File: config.mk
export PLATFORM = sky130hd
export DESIGN_NAME = gcrc_vec_cell
export DESIGN_NICKNAME = d
export VERILOG_FILES = /design/src/hdl/gcrc_vec_cell.sv
export SDC_FILE = /design/constraint.sdc
export NUM_CORES = 1
export LEC_CHECK = 0
export ABC_CLOCK_PERIOD_IN_PS = 4600
export BUFFER_PORTS_ARGS = -buffer_cell sky130_fd_sc_hd__buf_2
export CORE_ASPECT_RATIO = 1.2
export CORE_MARGIN = 5
export CORE_UTILIZATION = 50
export DETAILED_ROUTE_END_ITERATION = 10
export PLACE_DENSITY = 0.78
export SYNTH_ARGS = -nofsm -noshare
export SYNTH_HDL_FRONTEND = slang
export SYNTH_SLANG_ARGS = --single-unit
File: constraint.sdc
create_clock -name clk_i -period 4.6 [get_ports clk_i]
set_clock_uncertainty 0.1 [all_clocks]
set_input_delay 0.23 -clock clk_i [delete_from_list [all_inputs] [get_ports clk_i]]
set_output_delay 0.23 -clock clk_i [all_outputs]
set_load 0.1 [all_outputs]
File: src/hdl/gcrc_vec_cell.sv
// One vectoring-mode CORDIC cell that drives y toward zero and sums the angle.
// Uses no package items; instantiated in a chain by the top level.
module gcrc_vec_cell #(
  parameter int unsigned XW = 34,
  parameter int unsigned ZW = 33,
  parameter int unsigned SHIFT = 0,
  parameter logic [63:0] ATAN = 64'd0
) (
  input  logic                 clk_i,
  input  logic                 en_i,
  input  logic signed [XW-1:0] x_i,
  input  logic signed [XW-1:0] y_i,
  input  logic signed [ZW-1:0] z_i,
  output logic signed [XW-1:0] x_o,
  output logic signed [XW-1:0] y_o,
  output logic signed [ZW-1:0] z_o
);

  localparam logic signed [ZW-1:0] AtanC = ZW'(ATAN);

  logic signed [XW-1:0] x_d, y_d, x_q, y_q, xs, ys;
  logic signed [ZW-1:0] z_d, z_q;

  always_comb begin
    xs = x_i >>> SHIFT;
    ys = y_i >>> SHIFT;
    if (!y_i[XW-1]) begin
      x_d = x_i + ys;
      y_d = y_i - xs;
      z_d = z_i + AtanC;
    end else begin
      x_d = x_i - ys;
      y_d = y_i + xs;
      z_d = z_i - AtanC;
    end
  end

  always_ff @(posedge clk_i) begin
    if (en_i) begin
      x_q <= x_d;
      y_q <= y_d;
      z_q <= z_d;
    end
  end

  assign x_o = x_q;
  assign y_o = y_q;
  assign z_o = z_q;

endmodule

Word level (Yosys, flattened, before mapping)
Cells that the tools add are included.
{"block": "totals", "reg_bits": 101, "inputBits": 103, "output_inout_bits": 101, "word_cells": 8}
{"block": "op_classes", "n_addsub": 3, "muxes": 2}
{"cell": "34-bit two-way mux", "n": 2}
{"cell": "34-bit subtractor", "n": 2}
{"cell": "34-bit adder", "n": 1}

Depth between registers and ports, before layout
{"block": "depth", "ltp_word": 2, "mapped_depth": 11, "mapped_depth_nobuf": 11}

Worst setup path after synthesis
OpenSTA, ideal clock, no wires.
{"block": "synth_path", "kind": "in2reg", "startpoint": "input port x_i[0]", "endpoint": "register x_q[26], in the netlist x_o[26] (data pin)", "setup_ns": 0.260, "arrival_time_ns": 2.206, "t_required_ns": 4.240, "setup_slack_ns": 2.034, "stages": 10, "path_buffers": 0, "path_cell_list": "ha_1 fa_1 nand2b_4 a221oi_1 and4_1 o211ai_2 a211oi_2 or3_1 a211oi_2 xnor2_1"}
{"block": "synth_between", "elab_chain_cells": 2, "elab_cells_between_ends": 3, "cone_classes": "add/sub: 2; mux: 1"}
{"element": "from (decl)", "line": "11", "source": "input logic signed [XW-1:0] x_i,"}
{"element": "34-bit adder or 34-bit subtractor (tied branches)", "line": "28, 32"}
{"element": "34-bit two-way mux *", "line": "27", "source": "if (!y_i[XW-1]) begin"}
{"element": "net x_d[26]", "line": "21", "source": "logic signed [XW-1:0] x_d, y_d, x_q, y_q, xs, ys;"}
{"element": "to (signal assigned)", "line": "40", "source": "x_q <= x_d;"}
{"element": "to (decl)", "line": "21"}
The timed path passes the listed nets; every way through them passes the cells marked *.
A chain may end at the register's enable or synchronous reset.

Worst setup path after layout
Ends and elaborated chain as after synthesis.

==> impl_metrics.env <==
export IMPL_path_clk_slew_ps=80
export IMPL_grt_antenna_before_repair=0
export IMPL_status="finished clean"
export IMPL_final_max_slew_viol_count=0
export IMPL_rsz0062_at_grt="no"
export IMPL_ir_drop_mv=0.250
export IMPL_gp_congestion=0.985
export IMPL_whs_path_depth=2
export IMPL_cts_sinks=100
export IMPL_layoutNonFillerInstCount=1437
export IMPL_dp_hpwl_um=21600
export IMPL_ys_seq_area_share_pct=33.2
export IMPL_cts_inserted_buffers=9
export IMPL_ctsHoldBuffers=33
export IMPL_dieHeight_um=157
export IMPL_drt_iter0_drc=696
export IMPL_maxCapViolCount=0
export IMPL_setup_viol=0
export IMPL_antenna_diode_count=0
export IMPL_dieArea_mm2=0.0209
export IMPL_grt_max_degree=74
export IMPL_drtAntennaViolNets=0
export IMPL_hold_slack_ps=98.1
export IMPL_drive_above_1_share_pct=21.0
export IMPL_max_freq_mhz=324
export IMPL_p_leak_nw=4.67
export IMPL_layout_commonest_cell="buf_2"
export IMPL_syn_inst=1003
export IMPL_yosys_warnings=0
export IMPL_worst_ep_required_time_ps=4610
export IMPL_postLayoutCellArea_mm2=0.0107
export IMPL_worst_pin_slew_ps=1090
export IMPL_die_w_um=133
export IMPL_crit_path_start_kind="input pin"
export IMPL_synthesis_nets=1208
export IMPL_final_nets=1413
export IMPL_critPathKind="input pin to register"
export IMPL_core_mm2=0.0180
export IMPL_htree_levels=3
export IMPL_grt_usage_pct=25.5
export IMPL_port_buffers=203
export IMPL_wl_per_cell_um=19.3
export IMPL_critical_path_arrival_ps=3090
export IMPL_dp_cells=1388
export IMPL_via_count=8576
export IMPL_pre_cts_ws_ps=1230
export IMPL_initial_utilization_pct=50.4
export IMPL_dr_pass1_iters=6
export IMPL_mostFrequentLayoutCells="buf_2, a21oi_1, edfxtp_1"
export IMPL_postCtsSetupRepairBufs=0
export IMPL_avgSynthCellArea_um2=9.03
export IMPL_synth_edf_count=100
export IMPL_synth_top_flop_cell="edfxtp_1"
export IMPL_fin_crit_sh_pct=67.1
export IMPL_clock_path_buffers=2
export IMPL_via_per_inst=5.97
export IMPL_drc=0
export IMPL_num_rows=54
export IMPL_synth_cell_types=80
export IMPL_totalPowerFinal_mw=3.97
export IMPL_tritoncts="yes"
export IMPL_relSlewSlack_pct=26.6
export IMPL_final_min_clock_period_ps=3090
export IMPL_grt_pass1_vias=8177
export IMPL_dpl_cell_area_mm2=0.0101
export IMPL_syn_area_mm2=0.00905
export IMPL_hp_class="input pin to register"
export IMPL_cp_max_fo=3
export IMPL_num_fill_cells=1587
export IMPL_setup_ws_ps=1510
export IMPL_hold_viol=0
export IMPL_drt_total_wl_um=27800
export IMPL_setup_tns_ps=0
export IMPL_ctsResizeCount=0
export IMPL_crit_path_end_kind="register"
export IMPL_ys_seq_elements=100
export IMPL_final_util_pct=59.8
export IMPL_overflow=0
export IMPL_cts_root_buf="clkbuf_16"
export IMPL_async_flop_share_pct=0
export IMPL_pwr_density_cell_mw_per_mm2=369
export IMPL_pin_count=204
export IMPL_grt_pass1_wl_um=43000
export IMPL_area_growth_pct=18.6
-- layout make-up --
| cell class | instances | area (um2) | area share (%) |
|---|---|---|---|
| Clock inverter | 5 | 35.0 | 0.326 |
| Clock buffer | 11 | 233 | 2.17 |
| Multi-Input combinational cell | 753 | 5420 | 50.5 |
| Inverter | 105 | 394 | 3.67 |
| Sequential cell | 100 | 3000 | 28.0 |
| Tap cell | 224 | 280 | 2.61 |
| Timing Repair Buffer | 239 | 1370 | 12.8 |
-- registers in the layout, summed over array words and instances (netlist names) --
signal / cells
x_o: 34
y_o: 33
z_o: 33
-- worst max-delay path, cell delays in order --
cell and delay (ps):
buf_2 110, inv_1 40, ha_1 230, fa_1 410
nor2b_1 160, o21ai_0 150, nand3b_1 140, a21oi_1 140
o41ai_1 980, a31oi_1 200, a211oi_2 220, xnor2_1 90
-- final timing paths --
check	startpoint	endpoint	slack (ps)
max	x_i[0]	x_o[26]$_DFFE_PP_	1510
min	x_i[33]	y_o[33]$_DFFE_PP_	100
-- where the power goes --
group          switching, mW  total (mW)  internal, mW
combinational           1.58        2.03         0.452
sequential            0.0341        1.21          1.17
clock                  0.355       0.726         0.370
total                   1.97        3.97          2.00
-- routing by layer --
layer | up-vias | wire length [um] | track usage [%]
li1 | 4057 | - | -
met1 | 4070 | 11500 | 32.8
met2 | 391 | 13600 | 44.7
met3 | 58 | 2010 | 3.52
met4 | 0 | 719 | 8.22
met5 | - | 0 | 0
-- cells in the mapped netlist, types with 12 or more instances --
| cell | count | area (um2) |
|---|---|---|
| o21bai_1 | 26 | 195 |
| nor3_1 | 20 | 100 |
| mux2i_1 | 13 | 130 |
| nand3_1 | 14 | 70.1 |
| a211oi_1 | 16 | 120 |
| nand2_1 | 45 | 169 |
| xnor2_1 | 59 | 517 |
| a21oi_1 | 105 | 526 |
| edfxtp_1 | 100 | 3000 |
| o31ai_1 | 12 | 90.1 |
| ha_1 | 99 | 1240 |
| inv_1 | 95 | 357 |
| o21ai_0 | 68 | 340 |
| nand2b_1 | 15 | 93.8 |
| clkbuf_1 | 20 | 75.1 |
| o21a_1 | 13 | 97.6 |
| nor2_1 | 66 | 248 |
-- cell families after synthesis --
family,share of synthesized area (%)
compound gates,25.3
xor+xnor,6.10
fa+ha+maj,14.3
buf+inv,6.91
flops,33.2
mux,1.44
simple gates,12.7
No activity file was read; power rests on OpenSTA's default activity.
