===== config.mk =====
export PLATFORM = sky130hd
export DESIGN_NAME = gcrc_rot_cell
export DESIGN_NICKNAME = d
export VERILOG_FILES = /design/src/hdl/gcrc_rot_cell.sv
export SDC_FILE = /design/constraint.sdc
export NUM_CORES = 1
export LEC_CHECK = 0
export BUFFER_PORTS_ARGS = -buffer_cell sky130_fd_sc_hd__buf_4
export CORE_MARGIN = 3
export CORE_UTILIZATION = 56
export CTS_CLUSTER_DIAMETER = 120
export DETAILED_ROUTE_END_ITERATION = 10
export GPL_TIMING_DRIVEN = 0
export PLACE_DENSITY = 0.85
export SYNTH_ARGS = -nofsm -noshare
export SYNTH_HDL_FRONTEND = slang
export SYNTH_SLANG_ARGS = --single-unit

===== constraint.sdc =====
create_clock -name clk_i -period 3.6 [get_ports clk_i]
set_input_delay 0.54 -clock clk_i [delete_from_list [all_inputs] [get_ports clk_i]]
set_output_delay 0.54 -clock clk_i [all_outputs]
set_load 0.03 [all_outputs]

===== src/hdl/gcrc_rot_cell.sv =====
// One rotation-mode CORDIC cell: a fixed shift and arctangent constant.
// Uses no package items; instantiated in chains by the top level.
module gcrc_rot_cell #(
  parameter int unsigned W = 33,
  parameter int unsigned SHIFT = 0,
  parameter logic [63:0] ATAN = 64'd0
) (
  input  logic                clk_i,
  input  logic                en_i,
  input  logic signed [W-1:0] x_i,
  input  logic signed [W-1:0] y_i,
  input  logic signed [W-1:0] z_i,
  output logic signed [W-1:0] x_o,
  output logic signed [W-1:0] y_o,
  output logic signed [W-1:0] z_o
);

  localparam logic signed [W-1:0] AtanC = W'(ATAN);

  logic signed [W-1:0] x_d, y_d, z_d;
  logic signed [W-1:0] x_q, y_q, z_q;
  logic signed [W-1:0] xs, ys;

  always_comb begin
    xs = x_i >>> SHIFT;
    ys = y_i >>> SHIFT;
    if (!z_i[W-1]) begin
      x_d = x_i - ys;
      y_d = y_i + xs;
      z_d = z_i - AtanC;
    end else begin
      x_d = x_i + ys;
      y_d = y_i - xs;
      z_d = z_i + AtanC;
    end
  end

  always_ff @(posedge clk_i) begin
    if (en_i) begin
      x_q <= x_d;
      y_q <= y_d;
      z_q <= z_d;
    end
  end

  assign x_o = x_q;
  assign y_o = y_q;
  assign z_o = z_q;

endmodule


### Word level (Yosys, flattened, before mapping)

Cells that the tools add are included.

| cells by class | value |
|---|---|
| add/subtract/negate cells | 3 |
| $mul | 0 |
| div/mod/pow operators | 0 |
| order comparisons | 0 |
| equality and inequality tests | 0 |
| shifts and indexed selects | 0 |
| muxes and demuxes | 2 |
| bitwise gates (word level) | 0 |
| reduce and logical (&&, ||, !) cells | 0 |

Operators by type and width:

| operator | number |
|---|---|
| 33-bit two-way mux | 2 |
| 33-bit subtractor | 2 |
| 33-bit adder | 1 |

| word-level totals | value |
|---|---|
| register bits after elaboration | 99 |
| latch bits | 0 |
| memory bits (writable) | 0 |
| ROM bits | 0 |
| input port bits | 101 |
| output and inout bits | 99 |
| memories kept | 0 |

### Logic depth before layout (Yosys ltp)

| logic depth | value |
|---|---|
| depth in word-level cells | 2 |
| depth in mapped cells | 12 |

### Worst setup path before layout

No wires, ideal clock.

| timing | value |
|---|---|
| kind | input to register |
| start | input port x_i[8] |
| end | register y_q[23], in the netlist y_o[23], data pin |
| arrival | 2.744 ns |
| required time | 3.342 ns |
| path slack | 0.597 ns |
| stages | 11 |
| buffers on the path | 0 |
| path through | inv_1 ha_1 nor2b_1 or4_1 o221ai_2 a31oi_1 nand2b_4 a311o_1 a311o_1 mux2i_1 xnor2_1 |

| between the ends | value |
|---|---|
| cells in the longest elaborated chain, start to end | 2 |
| elaborated cells between the ends (all ways) | 3 |
| those cells by class | add/sub: 2; mux: 1 |

Ends and longest elaborated chain:

| element | RTL line | source |
|---|---|---|
| start: declaration | 10 | `input logic signed [W-1:0] x_i,` |
| 33-bit adder / 33-bit subtractor (equally long branches) | 29, 33 |  |
| 33-bit two-way mux * | 27 | `if (!z_i[W-1]) begin` |
| named net y_d[23] | 20 | `logic signed [W-1:0] x_d, y_d, z_d;` |
| end signal: assignment | 41 | `y_q <= y_d;` |
| end: declaration | 21 | `logic signed [W-1:0] x_q, y_q, z_q;` |

Mark *: on every way through the listed nets, which the timed path passes. The rest lies on a longest branch.
A chain may end at the register's enable or synchronous reset.

### Worst setup path in the final report

| timing | value |
|---|---|
| start | input port x_i[1] |
| end | register x_q[23], in the netlist x_o[23], data pin |

| between the ends | value |
|---|---|
| cells in the longest elaborated chain, start to end | 2 |
| elaborated cells between the ends (all ways) | 3 |
| those cells by class | add/sub: 2; mux: 1 |

Ends and longest elaborated chain:

| element | RTL line | source |
|---|---|---|
| 33-bit subtractor / 33-bit adder (equally long branches) | 28, 32 |  |
| 33-bit two-way mux * | 27 |  |
| named net x_d[23] | 20 |  |
| end signal: assignment | 40 | `x_q <= x_d;` |
| end: declaration | 21 |  |

Marks and branches as above.

==> metrics list <==
- Clock tree synthesis selected as its root buffer the cell clkbuf_16.
* Critical Path AT: 3.63 ns
- Top_reg_cell synth: edfxtp_1
- Final sum of negative setup slack: 0 ns
- The filler cells instantiated in the layout total 1191.
- Area share of the largest cell type after synthesis: 33.4%
- The final critical path takes up 98.8% of the cycle.
- Number of vias per cell after detailed routing: 6.20
- Counting instances, the worst hold path has a depth of 1.
- Most common cell in the synthesized netlist: a21oi_1
- Maximum frequency from static timing analysis: 0.281 GHz
- I/O pins: 200
- Hold Buf Count CTS: 0
- Number of antenna violations at the first check in global routing: 0
* Part of the Yosys area used for sequential elements: 33.4%
- The via count of the first global-routing pass was 8141.
- After clock tree synthesis, the clock-pin slew on the worst setup and hold paths is 0.06 ns.
- A synthesized cell averages 8.84 um^2.
* Number of flops mapped to enable cells by yosys: 98
* DIE HEIGHT: 131 um
- Part of the power in the clock network: 21.4%
- CP Buf/Inv Count: 2
- After detailed placement, the total cell area comes to 10600 um^2.
- The multi-input combinational cells in the finished layout cover a total of 5390 um^2.
* Cell count after synthesis: 997
- Per report_power, the combinational group accounts for 43.4% of the total.
- The critical path runs through a total of 12 cells.
- Least-Margin Pin Slew: 1.19 ns
- Startpoint-to-endpoint class of the critical path: input pin to flip-flop
- Buffers inserted during clock tree synthesis total 9.
- Synthesis produced a netlist with a net count of 1205.
- The kind of cell with the highest combined delay along the critical path is compound AO/OA/AOI/OAI gates.
- TritonCTS clock tree: yes
* Setup repair after global routing missed its margin: false
- The cell that appears most often on the critical path is a311o_1.
- The initial utilization of the core area, before any placement, comes to 57.6%.
- Top area cells in the synthesized netlist: edfxtp_1 (33%), ha_1 (15%), a21oi_1 (6.9%)
- Number of maximum-capacitance violations: 0
- Ranked by instance count, the synthesized netlist is headed by a21oi_1 (121), ha_1 (104), edfxtp_1 (98).
- The worst setup path is captured at a flip-flop.
- The worst path needs 3.56 ns of the cycle, external delays included.
- The net count of the finished layout is 1415.
* Buffer count from post-CTS setup fixing: 0
- Fraction of layout instances using a drive strength above 1: 20.7%
- Counting along the longest clock path gives a buffer depth of 2.
- For this design the ratio of total power to cell area is 400 nW/um^2.
- Max Slew Vio Count: 0
- Counting flops and latches in the post-synthesis netlist gives 98.
* P_leak: 4.78 nW
- The congestion estimate from routability-driven global placement came to 1.01.
- Series of cell instances along the critical path: buf_4 > inv_1 > ha_1 > or3b_2 > a31oi_2 > o211ai_1 > a31oi_4 > nand2b_4 > a311o_1 > a311o_1 > mux2i_1 > xnor2_1
- Register share of total power: 35.2%
- The analysis attributes to net switching a power of 1.70 mW.
- Count of standard-cell rows: 45
- The internal portion of the total power is 2.68 mW.
- Data required time at the worst endpoint: 3.67 ns
- The worst setup path is launched from an input pin.
- The H-tree was split into 3 levels.
- Post-route DRC: 0
- Across the VDD grid, the largest voltage drop is 0.000266 V.
- Core area: 15300 um^2
- Slowest cell on the critical path: or3b_2
* Half-perimeter wire length after detailed placement: 24800 um
* Worst path setup slack after routing: 0.0436 ns
* Area of the mapped netlist: 8820 um^2
* Share of async-settable or async-resettable flops after synthesis: 0%
* Pin count of the biggest net entering global routing: 99
- Net switching is 38.8% of the power.
* Area of the die: 17300 um^2
- Of all cell types, the one taking the most synthesized area is edfxtp_1.
- Synth-to-Final Area Change: 24.2%
- The pre-antenna-repair detailed-routing pass consisted of 6 iterations.
* Setup violations, final: 0
- Max Fanout on Critical Path: 5
* Via total after detailed routing: 8833
- Yosys warning total: 0
- The count of endpoints failing hold in the final timing report came to 0.
- Final design instance area without fill: 11000 um^2
- Wire length after detailed routing: 31300 um
- GR Overflow Total: 0
* Result of the run: finished clean
- Detailed Route Iter0 Violations: 1083
* Worst slack, placed: -0.540 ns
- Antenna-violating nets left: 0
- Clock Sinks: 98
- The first global-routing pass estimated 46900 um of wire.
- The worst pin sits at a relative slew slack of 20.8%.
- Largest stage delay, worst path: 0.49 ns
- The worst hold path belongs to the class input pin to flip-flop.
- Summing all flip-flop and latch instances after layout gives 2940 um^2.
- The count of buffers added on input and output ports is 199.
* Global routing usage summed across all routing layers: 34.6%
- Measured along the x axis, the die boundary spans 131 um.
- Per-cell routed wire length: 22.0 um
- Synth cell types: 65
* Fin util: 71.5%
==> flip-flops by register name, summed over array words and instances (netlist names) <==
register and count:
z_o 33, x_o 33, y_o 32
==> placed cells by master (no fill, tap or decap), types with 12 or more instances in the layout <==
master      n
a21o_1     16
a21oi_1   121
buf_2      12
buf_4     200
clkbuf_1   23
edfxtp_1   98
ha_1      104
inv_1      96
mux2i_1    19
nand2_1    40
nand2b_1   13
nand4_1    18
nor2_1     84
nor2b_1    17
nor3_1     22
o211ai_1   12
o21a_1     12
o21ai_0    59
o21bai_1   20
o31ai_1    12
xnor2_1    54
==> routing by layer <==
metal,up-vias,share of wire [%],track usage (%)
met2,611,44,53.2
met3,67,13,8.04
li1,4017,-,-
met4,0,2.6,9.68
met1,4138,41,49.1
met5,-,0,0
==> power groups by stage <==
stage	sequential (mW)	clock [mW]	combinational (mW)
after floorplan	1.87	0	0.800
after global placement	1.56	0	1.80
after detailed placement	1.56	0	1.82
after CTS	1.54	0.938	1.84
after global routing	1.55	0.980	2.00
final	1.54	0.938	1.90
==> cells by family (layout without fill, tap and decap cells) <==
group           Yosys count  after routing  synth area share (%)
xor+xnor                 63             63                  6.26
flops                    98             98                  33.4
compound gates          321            321                  22.7
fa+ha+maj               107            107                  15.4
other cells               0              1                     0
buf+inv                 147            362                  6.47
mux                      19             19                  2.16
simple gates            242            242                  13.6
==> layout make-up <==
| class | instances | area share, % |
|---|---|---|
| inverter | 103 | 3.53 |
| tap | 211 | 2.41 |
| clock buffer | 9 | 2.06 |
| timing repair buffer | 199 | 13.6 |
| antenna | 1 | 0.0228 |
| buffer | 44 | 1.68 |
| multi-input combinational | 752 | 49.2 |
| clock inverter | 7 | 0.617 |
| sequential | 98 | 26.9 |
==> path summary, 6_finish.rpt <==
kind,to,slack (ns),startpoint
worst max-delay path,x_o[23],0.04,x_i[1]
worst min-delay path,z_o[2],0.37,z_i[2]
==> timing repair <==
| item | in CTS | in global routing |
|---|---|---|
| endpoints found under the setup margin | 5 | 14 |
| resized for setup | 7 | 9 |
| pin swaps | 0 | 1 |
| gates cloned | 0 | 0 |
==> through the flow <==
step	power [mW]	cells	hold WS (ns)
6_report	4.38	1424	0.374
5_1_grt	4.53	1423	0.366
4_1_cts	4.32	1423	0.368
3_5_place_dp	3.38	1407	0.719
3_3_place_gp	3.36	1407	0.718
2_1_floorplan	2.67	997	0.639
(Power assumes the default switching activity.)
