<file path="src/hdl/gcrc_pkg.sv">
// Package for the great-circle range check: fixed constants, register indexes
// and the elaboration-time functions that build the CORDIC constant tables.
// No dependencies.
package gcrc_pkg;

  localparam int unsigned EARTH_RADIUS_M = 6371000;
  localparam int unsigned EARTH_RADIUS_W = 23;
  localparam logic [24:0] HALF_CIRC_M = 25'd20015087;
  localparam int unsigned DIST_W = 26;

  // Angle differences in 1e-7 degree units need 34 signed bits.
  localparam int unsigned DEG_W = 34;
  localparam logic signed [DEG_W-1:0] HALF_TURN = 34'sd1800000000;
  localparam logic signed [DEG_W-1:0] FULL_TURN = 34'sd3600000000;

  // Square root: radicand below 2^63, one result bit per cell.
  localparam int unsigned RAD_W = 63;
  localparam int unsigned SQRT_STEPS = 32;
  localparam int unsigned VEC_W = 34;

  localparam int unsigned CFG_IDX_W = 2;
  localparam int unsigned CFG_DATA_W = 32;
  localparam logic [CFG_IDX_W-1:0] CFG_NODE_LAT = 2'd0;
  localparam logic [CFG_IDX_W-1:0] CFG_NODE_LON = 2'd1;
  localparam logic [CFG_IDX_W-1:0] CFG_RADIUS = 2'd2;

  // pi/4 in Q60 by Machin's formula, truncated series.
  function automatic logic [63:0] quarter_pi_q60();
    logic [63:0] p5;
    logic [63:0] p239;
    logic [63:0] s5;
    logic [63:0] s239;
    p5 = (64'd1 << 60) / 64'd5;
    p239 = (64'd1 << 60) / 64'd239;
    s5 = '0;
    s239 = '0;
    for (int k = 0; k < 40; k++) begin
      if (p5 != 0) begin
        if (k % 2 == 1) s5 = s5 - p5 / 64'(2 * k + 1);
        else s5 = s5 + p5 / 64'(2 * k + 1);
        p5 = p5 / 64'd25;
      end
      if (p239 != 0) begin
        if (k % 2 == 1) s239 = s239 - p239 / 64'(2 * k + 1);
        else s239 = s239 + p239 / 64'(2 * k + 1);
        p239 = p239 / 64'd57121;
      end
    end
    return (s5 << 2) - s239;
  endfunction

  // atan(2^-i) rounded half up to the given number of fraction bits.
  function automatic logic [63:0] atan_qf(input int i, input int frac);
    logic [63:0] q;
    q = '0;
    if (i == 0) begin
      q = quarter_pi_q60();
    end else begin
      for (int k = 0; k < 31; k++) begin
        if (i * (2 * k + 1) <= 60) begin
          if (k % 2 == 1) q = q - (64'd1 << (60 - i * (2 * k + 1))) / 64'(2 * k + 1);
          else q = q + (64'd1 << (60 - i * (2 * k + 1))) / 64'(2 * k + 1);
        end
      end
    end
    return (q + (64'd1 << (59 - frac))) >> (60 - frac);
  endfunction

  // Radians per 1e-7 degree of half angle, scaled by 2^62.
  function automatic logic [63:0] deg_scale();
    logic [63:0] pi4;
    pi4 = quarter_pi_q60() << 4;
    return (pi4 + 64'd1800000000) / 64'd3600000000;
  endfunction

  function automatic logic [63:0] isqrt64(input logic [63:0] v_in);
    logic [63:0] v;
    logic [63:0] res;
    logic [63:0] bitv;
    v = v_in;
    res = '0;
    bitv = 64'd1 << 62;
    for (int k = 0; k < 32; k++) begin
      if (v >= res + bitv) begin
        v = v - (res + bitv);
        res = (res >> 1) + bitv;
      end else begin
        res = res >> 1;
      end
      bitv = bitv >> 2;
    end
    return res;
  endfunction

  // Inverse CORDIC gain for the given iteration count, in the given fraction bits.
  function automatic logic [63:0] inv_gain(input int iters, input int frac);
    logic [63:0] prod;
    logic [63:0] root;
    logic [71:0] num;
    logic [71:0] rem;
    logic [71:0] quo;
    prod = 64'd1 << 60;
    for (int i = 0; i < 32; i++) begin
      if (i < iters) prod = prod + (prod >> (2 * i));
    end
    root = isqrt64(prod);
    num = 72'd1 << (frac + 30);
    // Restoring long division, one quotient bit per step.
    rem = '0;
    quo = '0;
    for (int b = 71; b >= 0; b--) begin
      rem = {rem[70:0], num[b]};
      if (rem >= {8'd0, root}) begin
        rem = rem - {8'd0, root};
        quo[b] = 1'b1;
      end
    end
    return quo[63:0];
  endfunction

endpackage

</file>
<file path="src/hdl/gcrc_sqrt_cell.sv">
// One step of the digit-by-digit integer square root, one result bit per cell.
// Depends on gcrc_pkg for the radicand width.
module gcrc_sqrt_cell #(
  parameter int unsigned STEP = 0
) (
  input  logic                          clk_i,
  input  logic                          en_i,
  input  logic [gcrc_pkg::RAD_W-1:0]    v_i,
  input  logic [gcrc_pkg::RAD_W-1:0]    r_i,
  output logic [gcrc_pkg::RAD_W-1:0]    v_o,
  output logic [gcrc_pkg::RAD_W-1:0]    r_o
);

  localparam int unsigned RW = gcrc_pkg::RAD_W;
  localparam logic [RW-1:0] BitC = {{(RW-1){1'b0}}, 1'b1} << (RW - 1 - 2 * STEP);

  logic [RW:0]   trial;
  logic [RW-1:0] v_d, r_d, v_q, r_q;

  always_comb begin
    trial = {1'b0, r_i} + {1'b0, BitC};
    if ({1'b0, v_i} >= trial) begin
      v_d = v_i - trial[RW-1:0];
      r_d = (r_i >> 1) + BitC;
    end else begin
      v_d = v_i;
      r_d = r_i >> 1;
    end
  end

  always_ff @(posedge clk_i) begin
    if (en_i) begin
      v_q <= v_d;
      r_q <= r_d;
    end
  end

  assign v_o = v_q;
  assign r_o = r_q;

endmodule
</file>
<file path="config.mk">
export PLATFORM = sky130hd
export DESIGN_NAME = gcrc_sqrt_cell
export DESIGN_NICKNAME = d
export VERILOG_FILES = /design/src/hdl/gcrc_pkg.sv /design/src/hdl/gcrc_sqrt_cell.sv
export SDC_FILE = /design/constraint.sdc
export NUM_CORES = 1
export LEC_CHECK = 0
export ABC_AREA = 1
export BUFFER_PORTS_ARGS = -buffer_cell sky130_fd_sc_hd__buf_2
export CELL_PAD_IN_SITES_DETAIL_PLACEMENT = 1
export CELL_PAD_IN_SITES_GLOBAL_PLACEMENT = 1
export CORE_UTILIZATION = 25
export CTS_CLUSTER_DIAMETER = 80
export DETAILED_ROUTE_END_ITERATION = 8
export PLACE_DENSITY = 0.59
export SETUP_SLACK_MARGIN = 0.15
export SYNTH_ARGS = -nofsm -noshare
export SYNTH_HDL_FRONTEND = slang
export SYNTH_SLANG_ARGS = --single-unit
</file>
<file path="constraint.sdc">
create_clock -name clk_i -period 2.6 [get_ports clk_i]
set_clock_uncertainty 0.15 [all_clocks]
set_input_delay 0.39 -clock clk_i [delete_from_list [all_inputs] [get_ports clk_i]]
set_output_delay 0.39 -clock clk_i [all_outputs]
set_load 0.005 [all_outputs]
</file>
# Word-level counts from Yosys, hierarchy flattened
# Index checks and enable logic that the tools add are counted.
# totals
register_bits	126
latch_bits	0
ramBits	0
rom_bits	0
output_inout_bits	126
elab_cells	9
n_memories	0
# classes
n_addsub	3
multipliers	0
div_mod_pow	0
n_lt_le_gt_ge	1
n_eq_ne	0
n_shift	0
mux	2
bitwise_logic	0
reduce_logical	0
# ops
cell	n
adder 63 x 63 -> 64 bit, second input constant	1
greater-or-equal comparator 63 x 64 -> 1 bit	1
adder 62 x 63 -> 63 bit, second input constant	1
2-to-1 mux 63 bit	1
subtractor 63 bit	1
2-to-1 mux 62 bit	1

# Depth between registers and ports, before layout
# Gate-level depths: netlist of run 1.
# depth
depth_word	3
depth_mapped	18
depth_no_buf	17

# Worst setup path before layout of run 1
# Ideal clock, no wire load.
# synth_path
kind	input-to-reg
startpoint	input v_i[0] (netlist bit)
endpoint	register v_q[47] (netlist: v_o[47]), data pin
setup_ns	0.253
arrival_ns	2.110
required_time_ns	2.197
setup_slack_ns	0.087
stages	16
path_buffers	1
cell_sequence	inv_1 > ha_1 > fa_1 > inv_1 > nand2_1 > nand2_1 > nand3_1 > nand2_1 > nand2_1 > nand2_1 > nand2_1 > nand2_1 > o21ai_2 > clkbuf_1 > nand3_1 > nand2_1
# synth_between
elab_chain_cells	2
elab_cells_between_ends	3
classes_between	1 x add/sub; 1 x order compare; 1 x mux
# synth_lines
element	line	source
start, declared	gcrc_sqrt_cell.sv:8	input logic [gcrc_pkg::RAD_W-1:0] v_i,
subtractor 63 bit / greater-or-equal comparator 63 x 64 -> 1 bit (equally long branches)	gcrc_sqrt_cell.sv:23, gcrc_sqrt_cell.sv:22	
2-to-1 mux 63 bit (*)	gcrc_sqrt_cell.sv:22	if ({1'b0, v_i} >= trial) begin
net v_d[47]	gcrc_sqrt_cell.sv:18	logic [RW-1:0] v_d, r_d, v_q, r_q;
end signal, assigned	gcrc_sqrt_cell.sv:33	v_q <= v_d;
end, declared	gcrc_sqrt_cell.sv:18	
# Mark *: on every way through the listed nets, which the timed path passes. The rest lies on a longest branch.
# A chain may end at the register's enable or synchronous reset.

# Final worst setup path of run 1
# layout_path
startpoint	input v_i[0] (netlist bit)
endpoint	register v_q[50] (netlist: v_o[50]), data pin
# Same word-level chain as after synthesis.

==> results of run 1 <==
-- layer usage --
layer	global-route usage, %	vias to the layer above	wire, um
met2	36.5	214	21600
li1	-	6319	-
met4	5.36	0	580
met3	4.29	28	1770
met5	0	-	0
met1	30.1	5637	23400
-- sequential cells by signal, indices dropped and copies added, names as in the netlist --
register	flops
r_o	63
v_o	63
-- logic make-up (layout without fill, tap and decap cells) --
family / Yosys count / in the layout
AND/OR/NAND/NOR: 998 / 998
buffers and inverters: 419 / 1039
flip-flops: 126 / 126
adder cells (fa/ha/maj): 65 / 65
AO/OA/AOI/OAI: 44 / 44
XOR/XNOR: 30 / 30
-- Yosys cell counts (2+ instances only) --
cell type / number / share of area (%)
and2_1: 6 / 0.35
edfxtp_1: 126 / 35
clkbuf_1: 8 / 0.28
buf_6: 5 / 0.52
nor4_1: 3 / 0.17
ha_1: 64 / 7.4
inv_1: 399 / 14
xor2_1: 30 / 2.4
o21ai_0: 5 / 0.23
nand4_1: 18 / 1.0
nand2_1: 692 / 24
a21oi_1: 35 / 1.6
buf_2: 6 / 0.28
nand3_1: 149 / 6.9
nor3_1: 8 / 0.37
nor2_1: 112 / 3.9
nand3b_1: 2 / 0.14
nor2_2: 2 / 0.12
-- power breakdown --
group / internal, mW / leakage [nW] / total [mW] / switching [mW]
clock: 1.48 / 0.286 / 2.42 / 0.938
sequential: 2.48 / 1.23 / 2.53 / 0.0525
combinational: 1.19 / 7.88 / 2.68 / 1.50
total: 5.15 / 9.40 / 7.63 / 2.49
-- cell type report --
cell class	count	area, sq um
repair buffers	608	4240
inverters	400	1500
flip-flops and latches	126	3780
well taps	539	674
multi-input cells	1137	5460
clock buffers	18	429
clock inverters	13	149
fillers	5504	26000
-- tightest hold or removal path, delay by kind of cell --
kind / cells / cell delay, ps
AND/OR/NAND/NOR: 2 / 120
buffers and inverters: 1 / 90
-- worst max-delay path by stage --
| stage | startpoint | end | slack (ps) | cells past startpoint |
|---|---|---|---|---|
| 2_1_floorplan | v_i[0] | v_o[13] | 160 | 16 |
| 3_3_place_gp | r_i[31] | v_o[1] | -280 | 12 |
| 3_5_place_dp | r_i[31] | v_o[0] | -350 | 12 |
| 4_1_cts | r_i[31] | v_o[37] | 180 | 13 |
| 5_1_grt | r_i[14] | v_o[37] | 150 | 13 |
| 6_report | v_i[0] | v_o[50] | 240 | 15 |
-- metrics by stage --
stage	setup slack, ps	TNS (ps)	power (mW)	instance area, sq um
2_1_floorplan	164	0	3.72	10800
3_3_place_gp	-283	-16580	5.16	15000
3_5_place_dp	-349	-18430	5.20	15000
4_1_cts	181	0	7.76	16200
5_1_grt	147	0	8.10	16200
6_report	243	0	7.63	16200
-- what timing repair did --
| action | CTS | global route |
|---|---|---|
| gates resized for setup | 0 | 17 |
| hold buffers | 61 | 0 |
| setup endpoints to repair | 0 | 64 |
| hold endpoints to repair | 61 | 0 |
==> impl_results.md, run 1 <==
* Worst Tran Pin Value at 430 ps
* Htree depth at 4
* Vias in the first global route at 13200
* Yosys reg bits at 126
* Slowest cell delay on critical path at 370 ps
* Hold_sp: v_i[22]
* Area Overhead vs Synth at 50.7%
* Share of cells above drive strength 1 at 26.2%
* Hold Path Cell Cnt at 3
* CP required at 2680 ps
* CP startpoint kind: input port
* Hold worst-path end: v_o[22]
* Synth Area in Simple Gates at 37.7%
* Slowest-stage cell, CP: fa_1
* DIE AREA at 44000 sq um
* Routability cong. at 0.862
* Pwr Density at 470 nW/um^2
* Most frequent CP cell: nand2_1
* Maximum vdd drop at 442 uV
* HP Class: in2reg
* Syn avg cell area at 6.41 sq um
* Detailed-route via count at 12200
* Core Util, Final at 38.5%
* Commonest non-fill, non-tap cells in the layout: 689 x nand2_1, 399 x inv_1, 282 x buf_4
* Cell breakdown of the critical path: buf_2 -> inv_1 -> ha_1 -> fa_1 -> inv_1 -> buf_4 -> nand3_1 -> nand3_2 -> nand2_1 -> nand2_1 -> nand2_1 -> nand3_1 -> nand2_1 -> nand3_1 -> nand2_1
* Max Root-Sink Buffers at 2
* Pleak at 9.40 nW
* Total CTS buffers at 17
* Die W at 210 um
* Distinct cells, synth at 30
* Min Hold Slack at 72.0 ps
* Final wirelength at 47.3 mm
* CTS Root Cell: clkbuf_16
* Worst-path fanout max at 3
* Starting Density at 25.5%
* DR vias/cell at 4.29
* CP endpoint kind: flop
* Adder-cell share of the synthesized area at 7.61%
* Drt wl/cell at 16.7 um
* Fmax at 424 MHz
* Most common cell after layout, fill and taps aside: nand2_1
* Final HPWL DP at 40.6 mm
* Max-slew violations at 0
* Mux contribution to synthesized area at 0%
* Syn_nets at 1875
* Final Hold Violating Endpoints at 0
* Setup Viol. Count Final at 0
* CP arrival at 2430 ps
* Max-Cap Viols at 0
* Compound-Gate Fraction of Synth Area at 2.16%
* Die Height at 210 um
* Synthesized cell area at 10800 sq um
* Placed cell count at 2749
* Initial antenna violation count at 1
* Core area at 42200 sq um
* Yosys warnings at 0
* # rows at 75
* Clock transition at path regs at 60 ps
* Cells after synthesis at 1682
* DRT Pass-1 Iters at 5
* Sink Count at 126
* Post-synth EDFFs at 126
* First DRT Iteration DRCs at 475
* Largest net degree at the start of global routing at 42
* Remaining DRCs at 0
* Detail Route Antenna Nets at 0
* CTS tree: yes
* Inserted Diodes at 0
* Non-Filler Instances at 2841
* Buf+Inv Stages, Crit Path at 4
* Final min period at 2360 ps
* Total GRT Usage at 22.3%
* Number of I/O port buffers at 253
* Synth async-reset ratio at 0%
* GR Overflow Total at 0
* Critical path's top delay family: simple AND/OR/NAND/NOR gates
* Crit share post-route at 90.7%
* Setup Buffers After CTS at 0
* First-pass GRT wire length at 73.2 mm
* Seq/Total Area, Yosys at 35.1%
* WS Path Type: in2reg
* Largest family of logic cells by synthesized area: simple AND/OR/NAND/NOR gates
* RSZ-0062 raised after global routing: yes
* Slew HR at 71.3%
* IO Pins at 254
* Main flop type after synthesis: edfxtp_1
* Status: complete, no violations
* Final nets at 2483
* Xor-xnor portion of the synthesized cell area at 2.44%
Note: power is estimated with default switching activity, not from simulation.
==> inputs of run 2 (changes only) <==
Settings changed: CORE_MARGIN from default to 1.5.
==> run 2 against run 1 <==
  * Count of clock-buffer cells in the layout unchanged
  * Core utilization up 0.33 points
  * First-iteration DRC count up 34%
  * Combinational power about the same
  * Cell count up 0.18%
  * Sequential share of layout area down 0.20 points
  * Maximum frequency down 2.4%
  * Hold slack worse by 2.4 ps
  * Sequential power about the same
  * Flip-flop and latch count unchanged
  * Total power up 0.62%
  * Setup slack worse by 59 ps
  * Highest routed layer unchanged
==> impl_results.md, run 2 (synthesized netlist as in run 1, its figures left out) <==
* DRT Pass-1 Iters at 4
* Cell breakdown of the critical path: buf_2 -> inv_1 -> ha_1 -> nand2_1 -> nor2_2 -> nand2_1 -> nor4_4 -> buf_4 -> o21ai_4 -> buf_4 -> clkbuf_16 -> nand3_1 -> nand2_1
* Max-Cap Viols at 0
* Final nets at 2487
* Hold_sp: v_i[42]
* Commonest non-fill, non-tap cells in the layout: 684 x nand2_1, 398 x inv_1, 281 x buf_4
* Remaining DRCs at 0
* Detailed-route via count at 12400
* Psw at 2.54 mW
* Detail Route Antenna Nets at 0
* Setup Viol. Count Final at 0
* IO Pins at 254
* Htree depth at 4
* Slowest cell delay on critical path at 370 ps
* CP startpoint kind: input port
* Slowest-stage cell, CP: ha_1
* Final Hold Violating Endpoints at 0
* Drt wl/cell at 17.3 um
* Area Overhead vs Synth at 51.9%
* Crit share post-route at 92.9%
* Status: complete, no violations
* Hold Path Cell Cnt at 3
* Die Height at 211 um
* Number of I/O port buffers at 253
* Hold worst-path end: v_o[42]
* Total CTS buffers at 17
* Placed inst area at 14900 sq um
* Sink Count at 126
* Total GRT Usage at 22.2%
* Routability cong. at 0.878
* First-pass GRT wire length at 73.4 mm
* Final wirelength at 49.2 mm
* Non-Filler Instances at 2846
* CTS tree: yes
* Max-slew violations at 0
* Flop pwr share at 33.0%
* Clock transition at path regs at 60 ps
* Worst-path fanout max at 14
* Pint at 5.14 mW
* DR vias/cell at 4.34
* Fillers at 5528
* Area of the multi-input gates at 5520 sq um
* Worst Tran Pin Value at 394 ps
* Setup TNS at 0 ps
* Starting Density at 25.5%
* Switch share at 33.1%
* WS Path Type: in2reg
* Combinational group share of total power at 34.8%
* Core area at 42200 sq um
* CP arrival at 2510 ps
* Pleak at 9.44 nW
* Share of cells above drive strength 1 at 26.6%
* Inserted Diodes at 0
* GR Overflow Total at 0
* Max Root-Sink Buffers at 2
* # rows at 75
* DIE AREA at 44400 sq um
* Fmax at 414 MHz
* Maximum vdd drop at 440 uV
* Slew HR at 73.7%
* Placed cell count at 2744
* CP required at 2700 ps
* HP Class: in2reg
* Largest net degree at the start of global routing at 48
* Core Util, Final at 38.8%
* Final HPWL DP at 40.8 mm
* Clock Power Share at 32.1%
* FF+latch area at 3780 sq um
* Most common cell after layout, fill and taps aside: nand2_1
* Vias in the first global route at 13000
* CP endpoint kind: flop
* Pwr Density at 469 nW/um^2
* Most frequent CP cell: nand2_1
* First DRT Iteration DRCs at 635
* Cell area after layout at 16400 sq um
* Initial antenna violation count at 0
* Final min period at 2420 ps
* RSZ-0062 raised after global routing: yes
* Die W at 211 um
* CTS Root Cell: clkbuf_16
run 2: changes by cell type in the layout (fill, tap and decap cells not counted), moves of 4 or more:
cell,previous run,this run
ha_1,64,60
nand2_2,3,8
nand2_1,689,684
clkbuf_16,17,21
nor2_2,11,7
run 2: timing repair:
action,in CTS,in global routing
hold endpoints to repair,61,0
hold buffers,61,0
gates resized for setup,1,30
pin swaps,0,2
gates cloned,0,5
setup endpoints to repair,1,45
setup buffers,0,4
run 2: layout make-up:
class / count / area share (%)
clock inverters: 14 / 0.917
inverters: 400 / 9.17
repair buffers: 612 / 26.4
flip-flops and latches: 126 / 23.1
well taps: 539 / 4.12
clock buffers: 18 / 2.62
multi-input cells: 1137 / 33.7
run 2: how the worst max path moves through the flow:
stage | endpoint | startpoint | slack, ps
detailed placement | v_o[49] | r_i[31] | -400
CTS | v_o[52] | v_i[0] | 160
global placement | v_o[52] | v_i[0] | -350
global route | v_o[58] | r_i[31] | 130
finish | v_o[58] | r_i[44] | 180
floorplan | v_o[13] | v_i[0] | 160
run 2: power by group through the flow:
stage                     combinational (mW)  sequential, mW  clock [mW]
after floorplan                         1.12            2.60           0
after CTS                               2.68            2.54        2.56
after global placement                  2.56            2.58           0
after global routing                    2.99            2.56        2.58
after detailed placement                2.60            2.58           0
final                                   2.68            2.54        2.47
run 2: routing by layer:
layer  routed length [um]  share of wire, %  vias up  GRT usage [%]
met3                 2040               4.1       26           4.12
met1                23800                48     5780           29.7
met4                  605               1.2        0           6.01
met2                22700                46      221           36.8
met5                    0                 0        -              0
li1                     -                 -     6329              -
run 2: critical path, delay by kind of cell:
kind | cells | cell delay (ps)
simple gates | 6 | 990
compound gates | 1 | 60
fa+ha+maj | 1 | 370
buf+inv | 5 | 700
run 2: stage by stage:
step	total power [mW]	setup slack (ps)	hold WS (ps)
after floorplan	3.72	164	339
after global placement	5.13	-347	432
after detailed placement	5.18	-401	434
after CTS	7.79	157	15.6
after global routing	8.13	127	58.7
final	7.68	184	69.6
==> inputs of run 3 (changes only) <==
Settings changed: BUFFER_PORTS_ARGS -buffer_cell sky130_fd_sc_hd__buf_2 to default, DONT_BUFFER_PORTS from default to 1, PLACE_DENSITY 0.59 to 0.51.
==> run 3 against run 2 <==
  * The run now ends with hold timing left
  * Largest power group is now sequential cells
  * Cell count fell by 7.7%
  * Maximum frequency up 4.0%
  * Highest routed layer unchanged
  * First-iteration DRC count decreased by 25%
==> impl_results.md, run 3 (synthesized netlist as in run 1, its figures left out) <==
* Total GRT Usage at 22.1%
* Worst Tran Pin Value at 552 ps
* Core area at 42200 sq um
* CP endpoint kind: flop
* CTS tree: yes
* Failing checks: hold timing
* Min Hold Slack at -108 ps
* Total CTS buffers at 17
* Drt wl/cell at 18.3 um
* CTS Root Cell: clkbuf_16
* Largest net degree at the start of global routing at 127
* Initial antenna violation count at 0
* Routability cong. at 0.853
* Pwr Density at 470 nW/um^2
* Commonest non-fill, non-tap cells in the layout: 678 x nand2_1, 398 x inv_1, 265 x buf_4
* First-pass GRT wire length at 71.9 mm
* Max-Cap Viols at 0
* WS Path Type: in2reg
* Total power at 7.27 mW
* # rows at 75
* Hold Buf Count CTS at 121
* Remaining DRCs at 0
* Fmax at 431 MHz
* Area Overhead vs Synth at 43.4%
* Slew HR at 63.1%
* GR Overflow Total at 0
* Starting Density at 25.5%
* Worst-path fanout max at 35
* Max-slew violations at 0
* Die W at 211 um
* Placed inst area at 13500 sq um
* Cell area after layout at 15500 sq um
* Detailed-route via count at 11600
* CP arrival at 2400 ps
* Max Root-Sink Buffers at 2
* Final nets at 2274
* Die Height at 211 um
* Final min period at 2320 ps
* Final Hold Violating Endpoints at 75
* Most common cell after layout, fill and taps aside: nand2_1
* Final wirelength at 48.2 mm
* Hold Path Cell Cnt at 0
* Detail Route Antenna Nets at 0
* Status: complete, but fails checks
* HP Class: in2reg
* Share of cells above drive strength 1 at 16.3%
* CP required at 2680 ps
* Maximum vdd drop at 421 uV
* Number of I/O port buffers at 0
* DIE AREA at 44400 sq um
* Setup Viol. Count Final at 0
* DRT Pass-1 Iters at 4
* Crit share post-route at 89.3%
* Inserted Diodes at 0
* Htree depth at 4
* Sink Count at 126
* RSZ-0062 raised after global routing: yes
* Clock transition at path regs at 60 ps
* Pleak at 8.54 nW
* DR vias/cell at 4.40
* CP startpoint kind: input port
* Vias in the first global route at 12300
* IO Pins at 254
* First DRT Iteration DRCs at 475
* Final HPWL DP at 38.8 mm
==> run 3: power breakdown <==
group	switching, mW	internal, mW
combinational	1.32	1.05
sequential	0.120	2.49
clock	0.929	1.36
==> run 3: what timing repair did <==
action	4_1_cts	5_1_grt
cloned	1	2
buffers inserted	3	5
gates resized for setup	5	27
endpoints found under the setup margin	39	64
endpoints found under the hold margin	247	126
pin swaps	1	5
==> run 3: worst paths after layout <==
kind	startpoint	to	slack, ps
setup / recovery	r_i[43]	v_o[55]	280
hold / removal	en_i	r_o[5]	-110
==> run 3: worst max-delay path, cell delays in order <==
cell     delay [ps]
inv_1            40
ha_1            340
nand2_1         130
nor2_1          320
nand2_1         190
inv_1           100
nand2_1          60
nand2_1         130
a21oi_4         110
buf_12          200
buf_4           170
nand3_1         120
nand2_1          70
==> run 3: per-stage QoR <==
stage | cells | setup TNS [ps] | setup slack, ps | util [%]
2_1_floorplan | 1682 | 0 | 164 | -
4_1_cts | 2621 | 0 | 132 | 36.1
6_report | 2628 | 0 | 278 | 36.6
3_3_place_gp | 2469 | -21350 | -391 | 31.9
3_5_place_dp | 2469 | -22610 | -443 | 31.9
5_1_grt | 2628 | 0 | 139 | 36.6
==> run 3: per-layer routing <==
metal	vias to the layer above	GRT usage [%]	routed length, um
met1	5372	30.0	23500
met2	236	35.5	21600
met5	-	0	0
met3	37	4.34	2180
met4	0	6.40	882
li1	5914	-	-
==> run 3: cell type report <==
cell class              instances  area, sq um
clock buffers                  17          425
clock inverters                10          103
fillers                      5338        26800
inverters                     400         1500
multi-input cells            1138         5530
flip-flops and latches        126         3780
well taps                     539          674
repair buffers                398         3450
